==> config.mk <==
export PLATFORM = sky130hd
export DESIGN_NAME = midi_message_framer_top_flat
export DESIGN_NICKNAME = d
export VERILOG_FILES = /design/src/mmf_pkg.sv /design/src/mmf_ifs.sv /design/src/mmf_front.sv /design/src/mmf_queue.sv /design/src/mmf_back.sv /design/src/midi_message_framer_top.sv /design/src/flat_wrapper.sv
export SDC_FILE = /design/constraint.sdc
export NUM_CORES = 1
export LEC_CHECK = 0
export BUFFER_PORTS_ARGS = -buffer_cell sky130_fd_sc_hd__buf_2
export CORE_MARGIN = 1
export CORE_UTILIZATION = 61
export CTS_CLUSTER_SIZE = 16
export DETAILED_ROUTE_END_ITERATION = 16
export PLACE_DENSITY = 0.86
export RECOVER_POWER = 100
export SETUP_SLACK_MARGIN = 0.15
export SLEW_MARGIN = 20
export SYNTH_ARGS = -nofsm -noshare
export SYNTH_HDL_FRONTEND = slang
export SYNTH_SLANG_ARGS = --single-unit
==> constraint.sdc <==
create_clock -name clk -period 5.6 [get_ports clk]
set_input_delay 1.12 -clock clk [delete_from_list [all_inputs] [get_ports clk]]
set_output_delay 1.12 -clock clk [all_outputs]
set_load 0.01 [all_outputs]
==> src/mmf_pkg.sv <==
// Shared types and constants for the MIDI message framer.
package mmf_pkg;

  localparam int DESC_BYTES           = 5;
  localparam int CNT_W                = $clog2(DESC_BYTES + 1);
  localparam int IDX_W                = $clog2(DESC_BYTES);
  localparam int MAX_NUMBER_BYTES_DEF = 5;
  localparam int QUEUE_DEPTH_DEF      = 2;

  localparam logic [7:0] STATUS_META  = 8'hFF;
  localparam logic [7:0] STATUS_SYSEX = 8'hF0;
  localparam logic [7:0] VLQ_CONT     = 8'h80;
  localparam logic [7:0] VLQ_MASK     = 8'h7F;
  localparam logic [7:0] CHANNEL_MAX  = 8'h0F;

  typedef enum logic [2:0] {
    CMD_CHANNEL2 = 3'd0,
    CMD_CHANNEL3 = 3'd1,
    CMD_META     = 3'd2,
    CMD_SYSEX    = 3'd3,
    CMD_PAYLOAD  = 3'd4,
    CMD_NUMBER   = 3'd5
  } cmd_t;

  // One queued message fragment: bytes leave in index order.
  typedef struct packed {
    logic [DESC_BYTES-1:0][7:0] bytes;
    logic [CNT_W-1:0]           cnt;
    logic                       last;
    logic                       err;
  } desc_t;

  typedef struct packed {
    logic [DESC_BYTES-1:0][7:0] bytes;
    logic [CNT_W-1:0]           cnt;
  } vlq_t;

endpackage

==> src/mmf_ifs.sv <==
// Valid/ready channel interfaces for framer commands and output bytes.
interface mmf_in_if;
  logic        valid;
  logic        ready;
  logic [2:0]  command;
  logic [7:0]  status;
  logic [7:0]  channel;
  logic [7:0]  data1;
  logic [7:0]  data2;
  logic [7:0]  meta_type;
  logic [7:0]  length;
  logic [7:0]  data_byte;
  logic [31:0] value;

  modport source (
    output valid, command, status, channel, data1, data2, meta_type, length,
           data_byte, value,
    input  ready
  );
  modport sink (
    input  valid, command, status, channel, data1, data2, meta_type, length,
           data_byte, value,
    output ready
  );
endinterface

interface mmf_out_if;
  logic       valid;
  logic       ready;
  logic [7:0] out_byte;
  logic       last;
  logic       error;

  modport source (output valid, out_byte, last, error, input ready);
  modport sink   (input valid, out_byte, last, error, output ready);
endinterface

==> src/mmf_front.sv <==
// Front end: accepts commands, tracks pending payload, builds byte descriptors.
module mmf_front
  import mmf_pkg::*;
#(
  parameter int MAX_NUMBER_BYTES = MAX_NUMBER_BYTES_DEF
) (
  input  logic       clk,
  input  logic       rst_n,
  mmf_in_if.sink     in_ch,
  input  logic       q_full,
  output logic       q_push,
  output desc_t      q_desc
);

  localparam int NUM_LIMIT = (MAX_NUMBER_BYTES < DESC_BYTES) ? MAX_NUMBER_BYTES : DESC_BYTES;

  logic [7:0] payload_left_r, payload_left_nxt;
  logic       accept;
  vlq_t       len_vlq, num_vlq;
  desc_t      err_desc;

  function automatic vlq_t vlq_encode(input logic [31:0] v);
    logic [DESC_BYTES*7-1:0]   ext;
    logic [DESC_BYTES-1:0][7:0] grp;
    logic [CNT_W-1:0]          g;
    vlq_t                      res;
    ext = (DESC_BYTES*7)'(v);
    g   = CNT_W'(1);
    for (int k = 0; k < DESC_BYTES; k++) begin
      grp[k] = {1'b0, ext[7*k +: 7]};
    end
    for (int k = 1; k < DESC_BYTES; k++) begin
      if ((ext >> (7*k)) != '0) g = CNT_W'(k + 1);
    end
    res.cnt = g;
    for (int j = 0; j < DESC_BYTES; j++) begin
      if (j < int'(g)) begin
        res.bytes[j] = grp[IDX_W'(int'(g) - 1 - j)] & VLQ_MASK;
        if (j < int'(g) - 1) res.bytes[j] = res.bytes[j] | VLQ_CONT;
      end else begin
        res.bytes[j] = '0;
      end
    end
    return res;
  endfunction

  assign in_ch.ready = !q_full;
  assign accept      = in_ch.valid && in_ch.ready;
  assign len_vlq     = vlq_encode({24'd0, in_ch.length});
  assign num_vlq     = vlq_encode(in_ch.value);

  always_comb begin
    err_desc       = '0;
    err_desc.cnt   = CNT_W'(1);
    err_desc.last  = 1'b1;
    err_desc.err   = 1'b1;
  end

  always_comb begin
    q_desc           = '0;
    q_push           = 1'b0;
    payload_left_nxt = payload_left_r;
    case (in_ch.command)
      CMD_CHANNEL2, CMD_CHANNEL3: begin
        q_push = accept;
        if (payload_left_r != '0 || in_ch.channel > CHANNEL_MAX) begin
          q_desc = err_desc;
        end else begin
          q_desc.bytes[0] = in_ch.status | in_ch.channel;
          q_desc.bytes[1] = in_ch.data1;
          q_desc.bytes[2] = in_ch.data2;
          q_desc.cnt      = (in_ch.command == CMD_CHANNEL2) ? CNT_W'(2) : CNT_W'(3);
          q_desc.last     = 1'b1;
        end
      end
      CMD_META, CMD_SYSEX: begin
        q_push = accept;
        if (payload_left_r != '0) begin
          q_desc = err_desc;
        end else begin
          if (in_ch.command == CMD_META) begin
            q_desc.bytes[0] = STATUS_META;
            q_desc.bytes[1] = in_ch.meta_type;
            q_desc.bytes[2] = len_vlq.bytes[0];
            q_desc.bytes[3] = len_vlq.bytes[1];
            q_desc.cnt      = CNT_W'(2) + len_vlq.cnt;
          end else begin
            q_desc.bytes[0] = STATUS_SYSEX;
            q_desc.bytes[1] = len_vlq.bytes[0];
            q_desc.bytes[2] = len_vlq.bytes[1];
            q_desc.cnt      = CNT_W'(1) + len_vlq.cnt;
          end
          q_desc.last = (in_ch.length == '0);
          if (accept) payload_left_nxt = in_ch.length;
        end
      end
      CMD_PAYLOAD: begin
        q_push = accept;
        if (payload_left_r == '0) begin
          q_desc = err_desc;
        end else begin
          q_desc.bytes[0] = in_ch.data_byte;
          q_desc.cnt      = CNT_W'(1);
          q_desc.last     = (payload_left_r == 8'd1);
          if (accept) payload_left_nxt = payload_left_r - 8'd1;
        end
      end
      CMD_NUMBER: begin
        q_push = accept;
        if (int'(num_vlq.cnt) > NUM_LIMIT) begin
          q_desc = err_desc;
        end else begin
          q_desc.bytes = num_vlq.bytes;
          q_desc.cnt   = num_vlq.cnt;
          q_desc.last  = 1'b1;
        end
      end
      default: begin
        q_push = 1'b0;
      end
    endcase
  end

  always_ff @(posedge clk) begin
    if (!rst_n) begin
      payload_left_r <= '0;
    end else begin
      payload_left_r <= payload_left_nxt;
    end
  end

  // payload count only moves on an accepted header or payload item
  assert property (@(posedge clk) disable iff (!rst_n)
    !accept |=> payload_left_r == $past(payload_left_r))
    else $error("payload count changed without an accepted item");

endmodule

==> src/mmf_queue.sv <==
// Short descriptor queue between front end and byte serializer.
module mmf_queue
  import mmf_pkg::*;
#(
  parameter int QUEUE_DEPTH = QUEUE_DEPTH_DEF
) (
  input  logic  clk,
  input  logic  rst_n,
  input  logic  push,
  input  desc_t push_desc,
  output logic  full,
  input  logic  pop,
  output desc_t head,
  output logic  empty
);

  localparam int PTR_W = $clog2(QUEUE_DEPTH);
  localparam int CNT_QW = $clog2(QUEUE_DEPTH + 1);

  desc_t             mem_r [QUEUE_DEPTH];
  logic [PTR_W-1:0]  wr_ptr_r, wr_ptr_nxt;
  logic [PTR_W-1:0]  rd_ptr_r, rd_ptr_nxt;
  logic [CNT_QW-1:0] count_r, count_nxt;

  assign full  = (count_r == CNT_QW'(QUEUE_DEPTH));
  assign empty = (count_r == '0);
  assign head  = mem_r[rd_ptr_r];

  always_comb begin
    wr_ptr_nxt = wr_ptr_r;
    rd_ptr_nxt = rd_ptr_r;
    count_nxt  = count_r;
    if (push) begin
      wr_ptr_nxt = (wr_ptr_r == PTR_W'(QUEUE_DEPTH - 1)) ? '0 : wr_ptr_r + 1'b1;
    end
    if (pop) begin
      rd_ptr_nxt = (rd_ptr_r == PTR_W'(QUEUE_DEPTH - 1)) ? '0 : rd_ptr_r + 1'b1;
    end
    case ({push, pop})
      2'b10:   count_nxt = count_r + 1'b1;
      2'b01:   count_nxt = count_r - 1'b1;
      default: count_nxt = count_r;
    endcase
  end

  always_ff @(posedge clk) begin
    if (push) mem_r[wr_ptr_r] <= push_desc;
  end

  always_ff @(posedge clk) begin
    if (!rst_n) begin
      wr_ptr_r <= '0;
      rd_ptr_r <= '0;
      count_r  <= '0;
    end else begin
      wr_ptr_r <= wr_ptr_nxt;
      rd_ptr_r <= rd_ptr_nxt;
      count_r  <= count_nxt;
    end
  end

  assert property (@(posedge clk) disable iff (!rst_n) push |-> !full)
    else $error("push into full queue");
  assert property (@(posedge clk) disable iff (!rst_n) pop |-> !empty)
    else $error("pop from empty queue");

endmodule

==> src/mmf_back.sv <==
// Back end: serializes queued descriptors into bytes, one per ready cycle.
module mmf_back
  import mmf_pkg::*;
(
  input  logic       clk,
  input  logic       rst_n,
  input  desc_t      head,
  input  logic       q_empty,
  output logic       q_pop,
  mmf_out_if.source  out_ch
);

  logic             out_valid_r, out_valid_nxt;
  logic [7:0]       out_byte_r, out_byte_nxt;
  logic             out_last_r, out_last_nxt;
  logic             out_err_r, out_err_nxt;
  logic [IDX_W-1:0] idx_r, idx_nxt;
  logic             load, final_byte;

  assign load       = !q_empty && (!out_valid_r || out_ch.ready);
  assign final_byte = (CNT_W'(idx_r) == head.cnt - CNT_W'(1));
  assign q_pop      = load && final_byte;

  always_comb begin
    out_valid_nxt = out_valid_r;
    out_byte_nxt  = out_byte_r;
    out_last_nxt  = out_last_r;
    out_err_nxt   = out_err_r;
    idx_nxt       = idx_r;
    if (load) begin
      out_valid_nxt = 1'b1;
      out_byte_nxt  = head.bytes[idx_r];
      out_last_nxt  = final_byte && head.last;
      out_err_nxt   = head.err;
      idx_nxt       = final_byte ? '0 : idx_r + 1'b1;
    end else if (out_ch.ready) begin
      out_valid_nxt = 1'b0;
    end
  end

  always_ff @(posedge clk) begin
    if (!rst_n) begin
      out_valid_r <= 1'b0;
      idx_r       <= '0;
    end else begin
      out_valid_r <= out_valid_nxt;
      idx_r       <= idx_nxt;
    end
  end

  always_ff @(posedge clk) begin
    out_byte_r <= out_byte_nxt;
    out_last_r <= out_last_nxt;
    out_err_r  <= out_err_nxt;
  end

  assign out_ch.valid    = out_valid_r;
  assign out_ch.out_byte = out_byte_r;
  assign out_ch.last     = out_last_r;
  assign out_ch.error    = out_err_r;

  assert property (@(posedge clk) disable iff (!rst_n)
    out_valid_r && out_err_r |-> out_last_r && out_byte_r == '0)
    else $error("error item must be a zero byte with last set");
  assert property (@(posedge clk) disable iff (!rst_n)
    !q_empty |-> CNT_W'(idx_r) < head.cnt)
    else $error("byte index beyond descriptor length");

endmodule

==> src/midi_message_framer_top.sv <==
// Top level of the MIDI message framer.
// An accepted item is written into the descriptor queue, and its first byte then
// passes through the output register. Throughput: while out_ch.ready is high, the
// byte serializer sends one byte per cycle; payload items (one byte) sustain one
// item per cycle. The input stalls only while the descriptor queue is full.
// Reset (rst_n low, synchronous) clears the pending payload count, queue and output.
module midi_message_framer_top
  import mmf_pkg::*;
#(
  parameter int MAX_NUMBER_BYTES = MAX_NUMBER_BYTES_DEF,
  parameter int QUEUE_DEPTH      = QUEUE_DEPTH_DEF
) (
  input  logic      clk,
  input  logic      rst_n,
  mmf_in_if.sink    in_ch,
  mmf_out_if.source out_ch
);

  logic  q_push, q_full, q_pop, q_empty;
  desc_t q_desc, q_head;

  mmf_front #(.MAX_NUMBER_BYTES(MAX_NUMBER_BYTES)) u_front (
    .clk    (clk),
    .rst_n  (rst_n),
    .in_ch  (in_ch),
    .q_full (q_full),
    .q_push (q_push),
    .q_desc (q_desc)
  );

  mmf_queue #(.QUEUE_DEPTH(QUEUE_DEPTH)) u_queue (
    .clk       (clk),
    .rst_n     (rst_n),
    .push      (q_push),
    .push_desc (q_desc),
    .full      (q_full),
    .pop       (q_pop),
    .head      (q_head),
    .empty     (q_empty)
  );

  mmf_back u_back (
    .clk     (clk),
    .rst_n   (rst_n),
    .head    (q_head),
    .q_empty (q_empty),
    .q_pop   (q_pop),
    .out_ch  (out_ch)
  );

endmodule

==> src/flat_wrapper.sv <==
// flat-port wrapper written by rule: the top's interface ports become plain ports
module midi_message_framer_top_flat import mmf_pkg::*;
#(
  parameter int MAX_NUMBER_BYTES = MAX_NUMBER_BYTES_DEF,
  parameter int QUEUE_DEPTH      = QUEUE_DEPTH_DEF
)
  (clk, rst_n, in_ch_valid, in_ch_command, in_ch_status, in_ch_channel, in_ch_data1, in_ch_data2, in_ch_meta_type, in_ch_length, in_ch_data_byte, in_ch_value, in_ch_ready, out_ch_valid, out_ch_out_byte, out_ch_last, out_ch_error, out_ch_ready);
  mmf_in_if in_ch_i ();
  mmf_out_if out_ch_i ();
  input  logic clk;
  input  logic rst_n;
  input wire logic [$bits(in_ch_i.valid)-1:0] in_ch_valid;
  input wire logic [$bits(in_ch_i.command)-1:0] in_ch_command;
  input wire logic [$bits(in_ch_i.status)-1:0] in_ch_status;
  input wire logic [$bits(in_ch_i.channel)-1:0] in_ch_channel;
  input wire logic [$bits(in_ch_i.data1)-1:0] in_ch_data1;
  input wire logic [$bits(in_ch_i.data2)-1:0] in_ch_data2;
  input wire logic [$bits(in_ch_i.meta_type)-1:0] in_ch_meta_type;
  input wire logic [$bits(in_ch_i.length)-1:0] in_ch_length;
  input wire logic [$bits(in_ch_i.data_byte)-1:0] in_ch_data_byte;
  input wire logic [$bits(in_ch_i.value)-1:0] in_ch_value;
  output wire logic [$bits(in_ch_i.ready)-1:0] in_ch_ready;
  output wire logic [$bits(out_ch_i.valid)-1:0] out_ch_valid;
  output wire logic [$bits(out_ch_i.out_byte)-1:0] out_ch_out_byte;
  output wire logic [$bits(out_ch_i.last)-1:0] out_ch_last;
  output wire logic [$bits(out_ch_i.error)-1:0] out_ch_error;
  input wire logic [$bits(out_ch_i.ready)-1:0] out_ch_ready;
  assign in_ch_i.valid = in_ch_valid;
  assign in_ch_i.command = in_ch_command;
  assign in_ch_i.status = in_ch_status;
  assign in_ch_i.channel = in_ch_channel;
  assign in_ch_i.data1 = in_ch_data1;
  assign in_ch_i.data2 = in_ch_data2;
  assign in_ch_i.meta_type = in_ch_meta_type;
  assign in_ch_i.length = in_ch_length;
  assign in_ch_i.data_byte = in_ch_data_byte;
  assign in_ch_i.value = in_ch_value;
  assign in_ch_ready = in_ch_i.ready;
  assign out_ch_valid = out_ch_i.valid;
  assign out_ch_out_byte = out_ch_i.out_byte;
  assign out_ch_last = out_ch_i.last;
  assign out_ch_error = out_ch_i.error;
  assign out_ch_i.ready = out_ch_ready;
  midi_message_framer_top #(.MAX_NUMBER_BYTES(MAX_NUMBER_BYTES), .QUEUE_DEPTH(QUEUE_DEPTH)) u_core (.clk(clk), .rst_n(rst_n), .in_ch(in_ch_i), .out_ch(out_ch_i));
endmodule
======== After elaboration in Yosys (flattened, before gate mapping) ========
Memories as Yosys holds them, arrays and structs flattened. A register that Yosys moved wholly into a read port is not among the register bits.
Index checks and enable logic that the tools add are counted.
storage, ports and cells
  register bits after elaboration ......... 26
  bits in latches ......................... 0
  RAM bits ................................ 90
  ROM bits ................................ 0
  input bits .............................. 95
  logic and storage cells ................. 160
  memories ................................ 1
operators by class
  $add $sub $neg .......................... 16
  $mul .................................... 0
  divide/modulo/power cells ............... 0
  magnitude comparators ................... 24
  equality and inequality tests ........... 14
  shift operators ......................... 0
  multiplexer cells ....................... 70
  bitwise operators ....................... 1
  reduce and logical (&&, ||, !) cells .... 25
memory list
  memory                depth  width  read ports  clocked after memory_dff  write ports  line             text
  u_core.u_queue.mem_r  2      45     1           1                         1            mmf_queue.sv:20  desc_t mem_r [QUEUE_DEPTH];
operator list
  cell                                                           number
  binary-select mux 8 bit (select 3 bit)                         8
  one-hot mux 45 bit (4 select lines)                            1
  two-way mux 8 bit                                              20
  nonzero test 35 bit                                            4
  two-way mux 7 bit                                              14
  two-way mux 44 bit                                             1
  two-way mux 36 bit                                             1
  less-than comparator 3 x 5 -> 1 bit, second input constant     7
  two-way mux 28 bit                                             1
  two-way mux 27 bit                                             1
  zero test 8 bit                                                2
  one-hot mux 8 bit (2 select lines)                             1
  two-way mux 1 bit                                              14
  two-way mux 12 bit                                             1
  less-than comparator 1 x 3 -> 1 bit, first input constant      3
  less-than comparator 2 x 3 -> 1 bit, first input constant      3
  two-way mux 3 bit                                              3
  subtractor 3 bit, second input constant                        3
  equality test 8 x 1 -> 1 bit, second input constant            1
  greater-than comparator 8 x 4 -> 1 bit, second input constant  1
  less-than comparator 3 x 4 -> 1 bit, first input constant      2
  != test 2 bit, second input constant                           4
  bitwise OR 8 bit                                               1
  nonzero test 8 bit                                             1
  35 further kinds                                               52

======== Depth between registers and ports, before layout ========
Gate-level depths: netlist of run 1.
  word-level depth ........................ 14
  gate-level depth with buffers ........... 13

======== Cells and area by module ========
From an unflattened synthesis of run 1, not the netlist that was laid out.
second synthesis, totals
  cells, all modules ...................... 664
  area total of the unflattened synthesis .. 6870.3 sq um
by module, submodules not included
  module     instances  cells an instance  area each (sq um)  seq. area each (sq um)
  mmf_queue  1          162                3450.8             2802.7
  mmf_front  1          427                2557.5             160.2
  mmf_back   1          75                 862.1              380.4

======== Worst setup path after synthesis of run 1 ========
Ideal clock, no wire load.
  path kind ............................... in2reg
  from .................................... in in_ch_command[2]
  to ...................................... mem u_core.u_queue.mem_r[0][0] (netlist bit), enable pin
  setup time .............................. 0.448 ns
  arrival time ............................ 3.437 ns
  data required time ...................... 5.152 ns
  path slack .............................. 1.715 ns
  cell stages on the path ................. 4
  buffers on the path ..................... 1
  cell sequence ........................... clkbuf_1 -> nand2_1 -> nand3_1 -> nor2_1
between the ends
  cells in the longest elaborated chain, start to end .. 5
ends and longest elaborated chain
  item                                                        line                text
  from (decl)                                                 flat_wrapper.sv:13  input wire logic [$bits(in_ch_i.command)-1:0] in_ch_command;
  equality test 3 x 2 -> 1 bit, or another cell as far along  mmf_front.sv:63     case (in_ch.command)
  OR reduction 6 bit (no line) (*)                            --
  two-way mux 1 bit (*)                                       mmf_front.sv:63
  two-way mux 1 bit (*)                                       mmf_queue.sv:47     if (push) mem_r[wr_ptr_r] <= push_desc;
  two-way mux 1 bit (implied by the code) (*)                 mmf_queue.sv:47
  to (decl)                                                   mmf_queue.sv:20
Mark *: on every way between the ends. The rest lies on a longest branch, timed or not.

==> flow_metrics.tcl, run 1 <==
set metrics [dict create \
    yosysWarnings 0 \
    antenna_found_initial 0 \
    port_buffers 106 \
    rsz0062_at_grt "no" \
    layout-drive-gt1-share_pct 23.0 \
    syn-num-nets 676 \
    root_buffer "clkbuf_8" \
    synth_cells 568 \
    setup_viol 0 \
    worstPathRequired_ps 5850 \
    maxSlewViolCount 122 \
    grt_util_met1_pct 52.1 \
    cts_setup_buffers 0 \
    worstSkewPairLatency_ps 510 \
    grt_overflow 0 \
    ys.flop_type "edfxtp_1" \
    initial_core_util_pct 63.3 \
    numCtsBuffers 17 \
    syn_to_final_growth_pct 17.0 \
    antennaDiodeCount 0 \
    fin_crit_sh_pct 80.4 \
    finalHoldViolCount 0 \
    leakagePower_nw 2.85 \
    total_power_w 0.00286 \
    avgRoutedWirePerCell_um 26.1 \
    drcViolationCount 0 \
    synth_enable_flop_cells 100 \
    synth.top_cell.area_share_pct 45.7 \
    status "complete, but fails checks" \
    finalWeightedCongestion 0.917 \
    die_w_um 106 \
    drt_first_pass_iters 6 \
    cts.path.max_buffers 2 \
    finalClockSkew_ps 13.5 \
    syn_area_mm2 0.00656 \
    synth_common_cells "edfxtp_1 (100), nor2_1 (45), nand2_1 (40)" \
    whs_path_depth 2 \
    io_pins 107 \
    grt_pass1_wl_um 31700 \
    crit_path_end_kind "flop" \
    use_met2_pct 61.1 \
    peakVddDrop_uv 371 \
    routed_wl_um 21200 \
    nNetsFinal 774 \
    max_cap_viol_count 3 \
    async_reset_ff_share_pct 0 \
    p_per_area_mw_per_mm2 373 \
    synth.most_common_cell "edfxtp_1" \
    max_freq_mhz 222 \
    synth_top_cell_by_area "edfxtp_1" \
    reg2reg_depth 9 \
    final_antenna_net_count 0 \
    ys_seq_elements 117 \
    viasPerCell 7.09 \
    max_slew.worst_pin.slew_ps 2650 \
    synth_area_leaders "edfxtp_1 (46%), mux4_2 (5.5%), dfxtp_1 (5.2%), mux2i_1 (4.9%), nor2_1 (2.6%)" \
    via_count 5775 \
    violations "max-capacitance violations, max-slew violations" \
    setup_tns_ps 0 \
    coreArea_mm2 0.0104 \
    critPathKind "in -> reg" \
    clk_pin_slew_worst_paths_ps 60 \
    min_period_ps 4500 \
    cts_hold_buf 0 \
    grtUsageMet3_pct 9.65 \
    syn_area_per_cell_um2 11.6 \
    dieArea_mm2 0.0112 \
    cts_tree "done" \
    dp_hpwl_um 14800 \
    clock-sinks 117 \
    grt_max_degree 46 \
    worstPathArrival_ps 4750 \
    drtIter0Drc 896 \
    yosysSeqAreaShare_pct 50.9 \
    grt_pass1_vias 5543 \
    htree_num_levels 4 \
    hp-class "reg -> reg" \
    startpoint_type "primary input" \
    critPathMaxFanout 18 \
    top_usage_layer "met2" \
    slew_headroom_pct -76.9 \
    rows 37 \
    die_h_um 106 \
    gr-usage-all-layers_pct 39.2 \
    cts_resized 0 \
    yosysUniqueCellTypes 75 \
]
[area by class of cell]
class	instances	area [um^2]
Clock inverter	12	155
Multi-Input combinational cell	403	2980
Clock buffer	20	435
Tap cell	136	170
Fill cell	696	2690
Sequential cell	117	3340
Timing Repair Buffer	112	541
Inverter	15	56.3
[state kept, by name, indices dropped and copies added, names as in the netlist, named ones only]
register	flops
u_core.u_queue.mem_r	90
u_core.u_back.out_ch.out_byte	8
u_core.u_front.payload_left_r	8
u_core.u_back.idx_r	3
u_core.u_queue.count_r	2
u_core.u_back.out_ch.error	1
u_core.u_back.out_ch.last	1
u_core.u_back.out_ch.valid	1
u_core.u_queue.rd_ptr_r	1
u_core.u_queue.wr_ptr_r	1
[through the flow]
stage          setup slack [ps]  area, um^2  cells  util, %  hold WS, ps
5_1_grt                     837        7680    815     74.0          518
4_1_cts                    1860        7740    815     74.7          492
6_report                   1100        7680    815     74.0          490
3_5_place_dp               1400        7150    783     69.0          483
3_3_place_gp               1420        7150    783     69.0          466
2_1_floorplan              1720        6560    568        -          455
[layer usage]
| layer | routed length [um] | up-vias |
|---|---|---|
| met5 | 0 | - |
| li1 | - | 2442 |
| met2 | 9690 | 522 |
| met1 | 7960 | 2729 |
| met4 | 820 | 0 |
| met3 | 2780 | 82 |
[path summary, 6_finish.rpt]
kind / to / from / slack (ps)
setup / recovery: u_core.u_queue.mem_r[1][34] / in_ch_value[17] / 1100
hold reg to reg: u_core.u_front.payload_left_r[7] / u_core.u_front.payload_left_r[7] / 490
hold / removal: u_core.u_front.payload_left_r[7] / u_core.u_front.payload_left_r[7] / 490
setup reg to reg: u_core.u_queue.count_r[1] / flop / 1260
[cells by family after synthesis]
kind of cell             count (synthesis)  share of synthesized area, %
AO/OA/AOI/OAI                          171                          18.5
multiplexers                            49                          10.5
AND/OR/NAND/NOR                        162                          13.0
XOR/XNOR                                 8                          1.07
flip-flops                             117                          50.9
adder cells (fa/ha/maj)                 13                          2.48
buffers and inverters                   48                          3.47
[critical path, stage by stage]
cell      delay [ps]
clkbuf_1         120
nor4_2           580
nand2_1          220
o21ai_0          430
inv_1            200
ha_1             280
nor4b_1          330
clkbuf_1         670
nand2_1          330
o21ai_0          460
[layout by cell type, fill, tap and decap left out, types with 4 or more instances in the layout]
cell,netlist,layout
mux4_2,16,16
o31ai_1,9,9
o21ai_0,12,23
or4_1,4,4
clkinvlp_4,0,5
nand2_1,40,40
ha_1,13,13
xnor2_1,6,6
o211ai_1,8,8
nor4_1,5,6
dfxtp_1,17,17
clkbuf_1,18,22
clkbuf_16,0,16
o2111ai_1,5,5
o21a_1,5,5
inv_1,13,14
nand3_1,9,9
a31oi_1,6,6
a211o_1,6,6
nand2b_1,5,5
a31o_1,5,5
a22oi_1,9,9
o211a_1,5,5
o21ai_1,16,6
mux2i_1,32,32
and3_1,9,9
a21oi_1,33,33
a22o_1,11,11
a211oi_1,7,7
nor3_1,12,12
buf_2,8,90
o22ai_1,10,10
edfxtp_1,100,100
o221ai_1,5,5
nor2_1,45,43
[report_power, final]
group	total (W)	internal [W]	switching [W]	leakage, nW
clock	0.00108	0.000688	0.000392	0.273
sequential	0.00120	0.00110	0.0000997	1.09
combinational	0.000583	0.000231	0.000351	1.48
(Power assumes the default switching activity.)
==> run 2: changes to the inputs <==
--- a/config.mk
+++ b/config.mk
@@ -5,12 +5,13 @@
 export SDC_FILE = /design/constraint.sdc
 export NUM_CORES = 1
 export LEC_CHECK = 0
+export ABC_AREA = 1
 export BUFFER_PORTS_ARGS = -buffer_cell sky130_fd_sc_hd__buf_2
 export CORE_MARGIN = 1
-export CORE_UTILIZATION = 61
+export CORE_UTILIZATION = 58
 export CTS_CLUSTER_SIZE = 16
 export DETAILED_ROUTE_END_ITERATION = 16
-export PLACE_DENSITY = 0.86
+export PLACE_DENSITY = 0.82
 export RECOVER_POWER = 100
 export SETUP_SLACK_MARGIN = 0.15
 export SLEW_MARGIN = 20
==> constraint.sdc (replaced) <==
create_clock -name clk -period 4.65 [get_ports clk]
set_input_delay 0.93 -clock clk [delete_from_list [all_inputs] [get_ports clk]]
set_output_delay 0.93 -clock clk [all_outputs]
set_load 0.01 [all_outputs]
==> run 2 against run 1 <==
Against the previous run: the run ends with design-rule violations left; clock skew is 3.2 ps lower; non-clock buffer count rose by 1; synthesized cell count increased by 49%; largest power group unchanged.
==> flow_metrics.tcl, run 2 <==
set metrics [dict create \
    peakVddDrop_uv 230 \
    antennaDiodeCount 0 \
    setup_tns_ps 0 \
    synth_common_cells "nand2_1 (190), nor2_1 (104), edfxtp_1 (100)" \
    leakagePower_nw 3.45 \
    p_per_area_mw_per_mm2 424 \
    grt_pass1_wl_um 32700 \
    routed_wl_um 21100 \
    via_count 6617 \
    avgRoutedWirePerCell_um 19.2 \
    synth_enable_flop_cells 100 \
    crit_path_end_kind "flop" \
    gr-usage-all-layers_pct 34.3 \
    ys_seq_elements 117 \
    worstPathArrival_ps 4020 \
    numCtsBuffers 17 \
    path_cells "clkbuf_1 > nor2_1 > nand3_1 > nor2_1 > nand3_4 > nand2_1 > inv_4 > ha_1 > nor2_1 > inv_1 > nor2_1 > nand2_2 > nor2_1 > nand3_1 > nand2_1" \
    setup_viol 0 \
    max_cap_viol_count 0 \
    yosysSeqAreaShare_pct 47.5 \
    synth_cells 846 \
    cts_resized 0 \
    worstSkewPairLatency_ps 410 \
    grt_max_degree 38 \
    violations "design-rule violations" \
    drt_first_pass_iters 11 \
    yosysWarnings 0 \
    hp-class "reg -> reg" \
    min_period_ps 3760 \
    critPathKind "in -> reg" \
    initial_core_util_pct 60.6 \
    async_reset_ff_share_pct 0 \
    status "complete, but fails checks" \
    finalWeightedCongestion 1.05 \
    synth_top_cell_by_area "edfxtp_1" \
    htree_num_levels 4 \
    critPathMaxFanout 16 \
    fin_crit_sh_pct 80.8 \
    syn_area_mm2 0.00703 \
    r2r_slack_ps 1140 \
    grt_overflow 0 \
    grt_pass1_vias 6247 \
    synth.top_cell.area_share_pct 42.7 \
    nNetsFinal 1052 \
    syn_to_final_growth_pct 15.3 \
    largest_register "u_core.u_queue.mem_r" \
    rows 39 \
    final_common_cell "nand2_1" \
    die_w_um 112 \
    layout-drive-gt1-share_pct 16.5 \
    cts_hold_buf 0 \
    synth_area_leaders "edfxtp_1 (43%), nand2_1 (10%), nand3_1 (5.7%), nor2_1 (5.6%), o21ai_0 (5.1%)" \
    viasPerCell 6.02 \
    dp_hpwl_um 14900 \
    startpoint_type "primary input" \
    total_power_w 0.00343 \
    synth.most_common_cell "nand2_1" \
    coreArea_mm2 0.0116 \
    maxSlewViolCount 0 \
    layout_common_cells "nand2_1 (193), nor2_1 (108), edfxtp_1 (100)" \
    multi_input_area_mm2 0.00311 \
    drcViolationCount 1 \
    dieArea_mm2 0.0126 \
    n_fill_cell 907 \
    syn_area_per_cell_um2 8.31 \
    slew_headroom_pct 22.1 \
    crit_top_cell "nor2_1" \
    clock-sinks 117 \
    die_h_um 112 \
    finalClockSkew_ps 10.3 \
    antenna_found_initial 0 \
    yosysUniqueCellTypes 51 \
    clk_pin_slew_worst_paths_ps 50 \
    drtIter0Drc 916 \
    slowest_delay_ps 450 \
    worstPathRequired_ps 4910 \
    critPathSlowestCell "nand2_1" \
    max_slew.worst_pin.slew_ps 1170 \
    syn-num-nets 954 \
    port_buffers 106 \
    cts_setup_buffers 0 \
    max_freq_mhz 266 \
    final_antenna_net_count 0 \
    finalHoldViolCount 0 \
    rsz0062_at_grt "no" \
    regArea_mm2 0.00334 \
    ys.flop_type "edfxtp_1" \
    cts.path.max_buffers 2 \
    largest_reg_flops 90 \
    io_pins 107 \
    root_buffer "clkbuf_16" \
    cts_tree "done" \
]
==> run 2: cell types whose count changed in the layout (fill, tap and decap cells not counted), moves of 7 or more <==
cell / delta
mux4_2: -16
o211ai_1: +9
a22oi_1: -9
o21ai_0: +52
and3_1: -9
nand2_1: +153
nand3_1: +73
a22o_1: -11
inv_1: +62
mux2i_1: -24
a21oi_1: -8
nor3_1: -7
nor2_1: +65
==> run 2: final cells by class <==
class,count,share of cell area (%)
Clock buffer,18,5.29
Sequential cell,117,41.2
Timing Repair Buffer,113,6.79
Inverter,86,4.12
Multi-Input combinational cell,609,38.4
Tap cell,143,2.21
Clock inverter,14,1.99
==> run 2: kinds of logic after synthesis <==
group,count (synthesis),synth area share [%]
AND/OR/NAND/NOR,425,27.4
AO/OA/AOI/OAI,154,13.0
buffers and inverters,120,7.53
flip-flops,117,47.5
adder cells (fa/ha/maj),13,2.31
XOR/XNOR,9,1.12
multiplexers,8,1.14
==> run 2: through the flow <==
stage | hold slack [ps] | setup slack [ps] | cell area (um^2) | util [%] | cells
4_1_cts | 475 | 1530 | 8210 | 70.7 | 1100
6_report | 477 | 893 | 8110 | 69.8 | 1100
2_1_floorplan | 443 | 1080 | 7030 | - | 846
5_1_grt | 489 | 714 | 8110 | 69.8 | 1100
3_3_place_gp | 458 | 1360 | 7610 | 65.6 | 1068
3_5_place_dp | 465 | 1360 | 7610 | 65.6 | 1068
==> run 2: where the power goes <==
| group | switching (W) | total [W] | internal, W |
|---|---|---|---|
| sequential | 0.0000819 | 0.00138 | 0.00130 |
| combinational | 0.000499 | 0.000755 | 0.000257 |
| clock | 0.000459 | 0.00129 | 0.000836 |
| total | 0.00104 | 0.00343 | 0.00240 |
==> run 2: worst paths after layout <==
kind                                 endpoint                       from  depth (start not counted)
setup / recovery  u_core.u_queue.mem_r[1][27]            in_ch_value[16]                         15
setup reg to reg    u_core.u_queue.count_r[1]                       flop                         14
hold reg to reg     u_core.u_queue.count_r[1]  u_core.u_queue.count_r[1]                          1
hold / removal      u_core.u_queue.count_r[1]  u_core.u_queue.count_r[1]                          1
==> run 2: layer usage <==
metal / vias up / wire length (um) / part of all wire (%) / track usage (%)
li1: 3084 / - / - / -
met5: - / 0 / 0 / 0
met1: 3043 / 8450 / 40 / 45.6
met3: 39 / 2220 / 11 / 6.48
met2: 451 / 9910 / 47 / 55.7
met4: 0 / 560 / 2.6 / 14.0
==> run 2: worst max-delay path, delay by kind of cell <==
kind                       cells  cell delay, ps
buffers and inverters          3             410
and+or+nand+nor               11            2390
adders and majority gates      1             270
==> run 3: changes to the inputs <==
--- a/config.mk
+++ b/config.mk
@@ -8,10 +8,10 @@
 export ABC_AREA = 1
 export BUFFER_PORTS_ARGS = -buffer_cell sky130_fd_sc_hd__buf_2
 export CORE_MARGIN = 1
-export CORE_UTILIZATION = 58
+export CORE_UTILIZATION = 52
 export CTS_CLUSTER_SIZE = 16
 export DETAILED_ROUTE_END_ITERATION = 16
-export PLACE_DENSITY = 0.82
+export PLACE_DENSITY = 0.78
 export RECOVER_POWER = 100
 export SETUP_SLACK_MARGIN = 0.15
 export SLEW_MARGIN = 20
==> constraint.sdc (replaced) <==
create_clock -name clk -period 3.1 [get_ports clk]
set_input_delay 0.62 -clock clk [delete_from_list [all_inputs] [get_ports clk]]
set_output_delay 0.62 -clock clk [all_outputs]
set_load 0.01 [all_outputs]
==> run 3 against run 2 <==
Against the previous run: the run ends with max-capacitance violations, max-slew violations left; first-iteration DRC count decreased by 27%; combinational power increased by 50%; worst setup slack got worse by 620 ps; final cell count increased by 4.2%; clock-buffer cell count decreased by 1; non-clock buffer count increased by 13; critical path type is now reg -> reg; clock power increased by 64%; die area increased by 11%; cell area increased by 2.5%.
==> flow_metrics.tcl, run 3 (synthesis gave the netlist of run 2 again) <==
set metrics [dict create \
    whs_endpoint "u_core.u_queue.count_r[1]" \
    max_slew.worst_pin.slew_ps 1680 \
    p_seq_share_pct 38.8 \
    die_h_um 118 \
    whs_path_depth 1 \
    path_cells "inv_1 > ha_1 > nand4_1 > nor3_1 > nor2_1 > buf_4 > a211oi_1 > nand2_1" \
    status "complete, but fails checks" \
    finalHoldViolCount 0 \
    largest_register "u_core.u_queue.mem_r" \
    internal_power_w 0.00376 \
    setup_viol 0 \
    place_area_mm2 0.00778 \
    htree_num_levels 4 \
    final_antenna_net_count 0 \
    fin_crit_sh_pct 91.1 \
    critPathSlowestCell "nor3_1" \
    pwr-share-clk_pct 39.9 \
    worstSkewPairLatency_ps 430 \
    layout_common_cells "nand2_1 (192), nor2_1 (105), edfxtp_1 (100)" \
    min_from "u_core.u_queue.count_r[1]" \
    coreArea_mm2 0.0132 \
    violations "max-capacitance violations, max-slew violations" \
    p_sw_w 0.00154 \
    layout-drive-gt1-share_pct 18.5 \
    peakVddDrop_uv 319 \
    drtIter0Drc 673 \
    min_period_ps 2830 \
    crit_path_end_kind "flop" \
    antenna_found_initial 0 \
    cts_setup_buffers 0 \
    combPwrFrac_pct 21.3 \
    slew_headroom_pct -11.8 \
    syn_to_final_growth_pct 18.1 \
    finalWeightedCongestion 1.00 \
    io_pins 107 \
    port_buffers 106 \
    clk_pin_slew_worst_paths_ps 60 \
    initial_core_util_pct 53.3 \
    slowest_delay_ps 680 \
    grt_overflow 0 \
    nNetsFinal 1065 \
    fin_util_pct 63.0 \
    crit_buf_inv 2 \
    startpoint_type "flop" \
    rows 42 \
    dieArea_mm2 0.0140 \
    maxSlewViolCount 37 \
    worstPathArrival_ps 2970 \
    leakagePower_nw 3.54 \
    cts_hold_buf 0 \
    hold_slack_ps 474 \
    gr-usage-all-layers_pct 29.9 \
    antennaDiodeCount 0 \
    final_common_cell "nand2_1" \
    via_count 6554 \
    numCtsBuffers 17 \
    r2r-end "u_core.u_queue.mem_r[0][11]" \
    cts.path.max_buffers 2 \
    p_sw_share_pct 29.1 \
    routed_wl_um 20100 \
    max_freq_mhz 354 \
    dp_hpwl_um 15100 \
    die_w_um 118 \
    reg2reg_from "u_core.u_front.payload_left_r[0]" \
    fin_cells 1146 \
    reg2reg_depth 8 \
    grt_max_degree 46 \
    worstPathRequired_ps 3250 \
    finalClockSkew_ps 7.00 \
    drt_first_pass_iters 6 \
    avgRoutedWirePerCell_um 17.6 \
    critPathKind "reg -> reg" \
    cpLargestDelayFamily "simple AND/OR/NAND/NOR gates" \
    rsz0062_at_grt "no" \
    viasPerCell 5.72 \
    n_fill_cell 1160 \
    hp-class "reg -> reg" \
    cts_resized 0 \
    clock-sinks 117 \
    grt_pass1_vias 6026 \
    max_cap_viol_count 1 \
    root_buffer "clkbuf_16" \
    final_area_mm2 0.00831 \
    r2r_slack_ps 270 \
    cts_tree "done" \
    grt_pass1_wl_um 31300 \
    critPathMaxFanout 8 \
    p_per_area_mw_per_mm2 638 \
    dp_cells 1114 \
    largest_reg_flops 90 \
    drcViolationCount 0 \
]
==> run 3: cell types whose count changed in the layout (fill, tap and decap cells not counted), sizes merged <==
cell | before | now
buf | 95 | 107
clkinvlp | 3 | 2
bufinv | 3 | 5
==> run 3: layer usage <==
layer	GRT usage, %	vias to the layer above	wire length [um]	share of wire (%)
li1	-	3118	-	-
met1	38.9	3014	8160	41
met2	46.9	367	9290	46
met3	7.24	55	2000	9.9
met4	13.9	0	681	3.4
met5	0	-	0	0
==> run 3: through the flow <==
stage	TNS, ps	setup slack, ps	power, W
CTS	0	558	0.00534
detailed placement	0	245	0.00324
floorplan	-14400	-160	0.00283
global placement	0	280	0.00321
global route	0	117	0.00552
finish	0	275	0.00530
==> run 3: power by group through the flow <==
| stage | Sequential [W] | Combinational, W | Clock [W] |
|---|---|---|---|
| finish | 0.00206 | 0.00113 | 0.00211 |
| CTS | 0.00205 | 0.00117 | 0.00212 |
| detailed placement | 0.00208 | 0.00116 | 0 |
| global placement | 0.00207 | 0.00114 | 0 |
| floorplan | 0.00207 | 0.000756 | 0 |
| global route | 0.00207 | 0.00126 | 0.00219 |
==> run 3: worst max-delay path by stage <==
stage               slack, ps  cells past startpoint                             start                                to
CTS                       560                     13                              flop         u_core.u_queue.count_r[1]
detailed placement        240                     16                   in_ch_value[23]        u_core.u_queue.mem_r[1][6]
global placement          280                     16                   in_ch_value[29]        u_core.u_queue.mem_r[0][6]
floorplan                -160                      3                  in_ch_command[2]        u_core.u_queue.mem_r[0][0]
global route              120                     10  u_core.u_front.payload_left_r[0]  u_core.u_front.payload_left_r[4]
finish                    270                      8  u_core.u_front.payload_left_r[0]       u_core.u_queue.mem_r[0][11]
==> run 3: area by class of cell <==
type | instances | area (um^2) | share of cell area, %
clock inverter | 15 | 210 | 2.53
clock buffer | 17 | 425 | 5.12
sequential | 117 | 3340 | 40.2
inverter | 86 | 334 | 4.02
multi-input combinational | 609 | 3130 | 37.7
timing repair buffer | 126 | 644 | 7.76
tap | 176 | 220 | 2.65
==> run 3: worst register-to-register path: stages (launching register included) <==
cell and delay, ps:
dfxtp_1 330, inv_1 100, ha_1 290, nand4_1 170, nor3_1 680, nor2_1 80
buf_4 210, a211oi_1 510, nand2_1 170
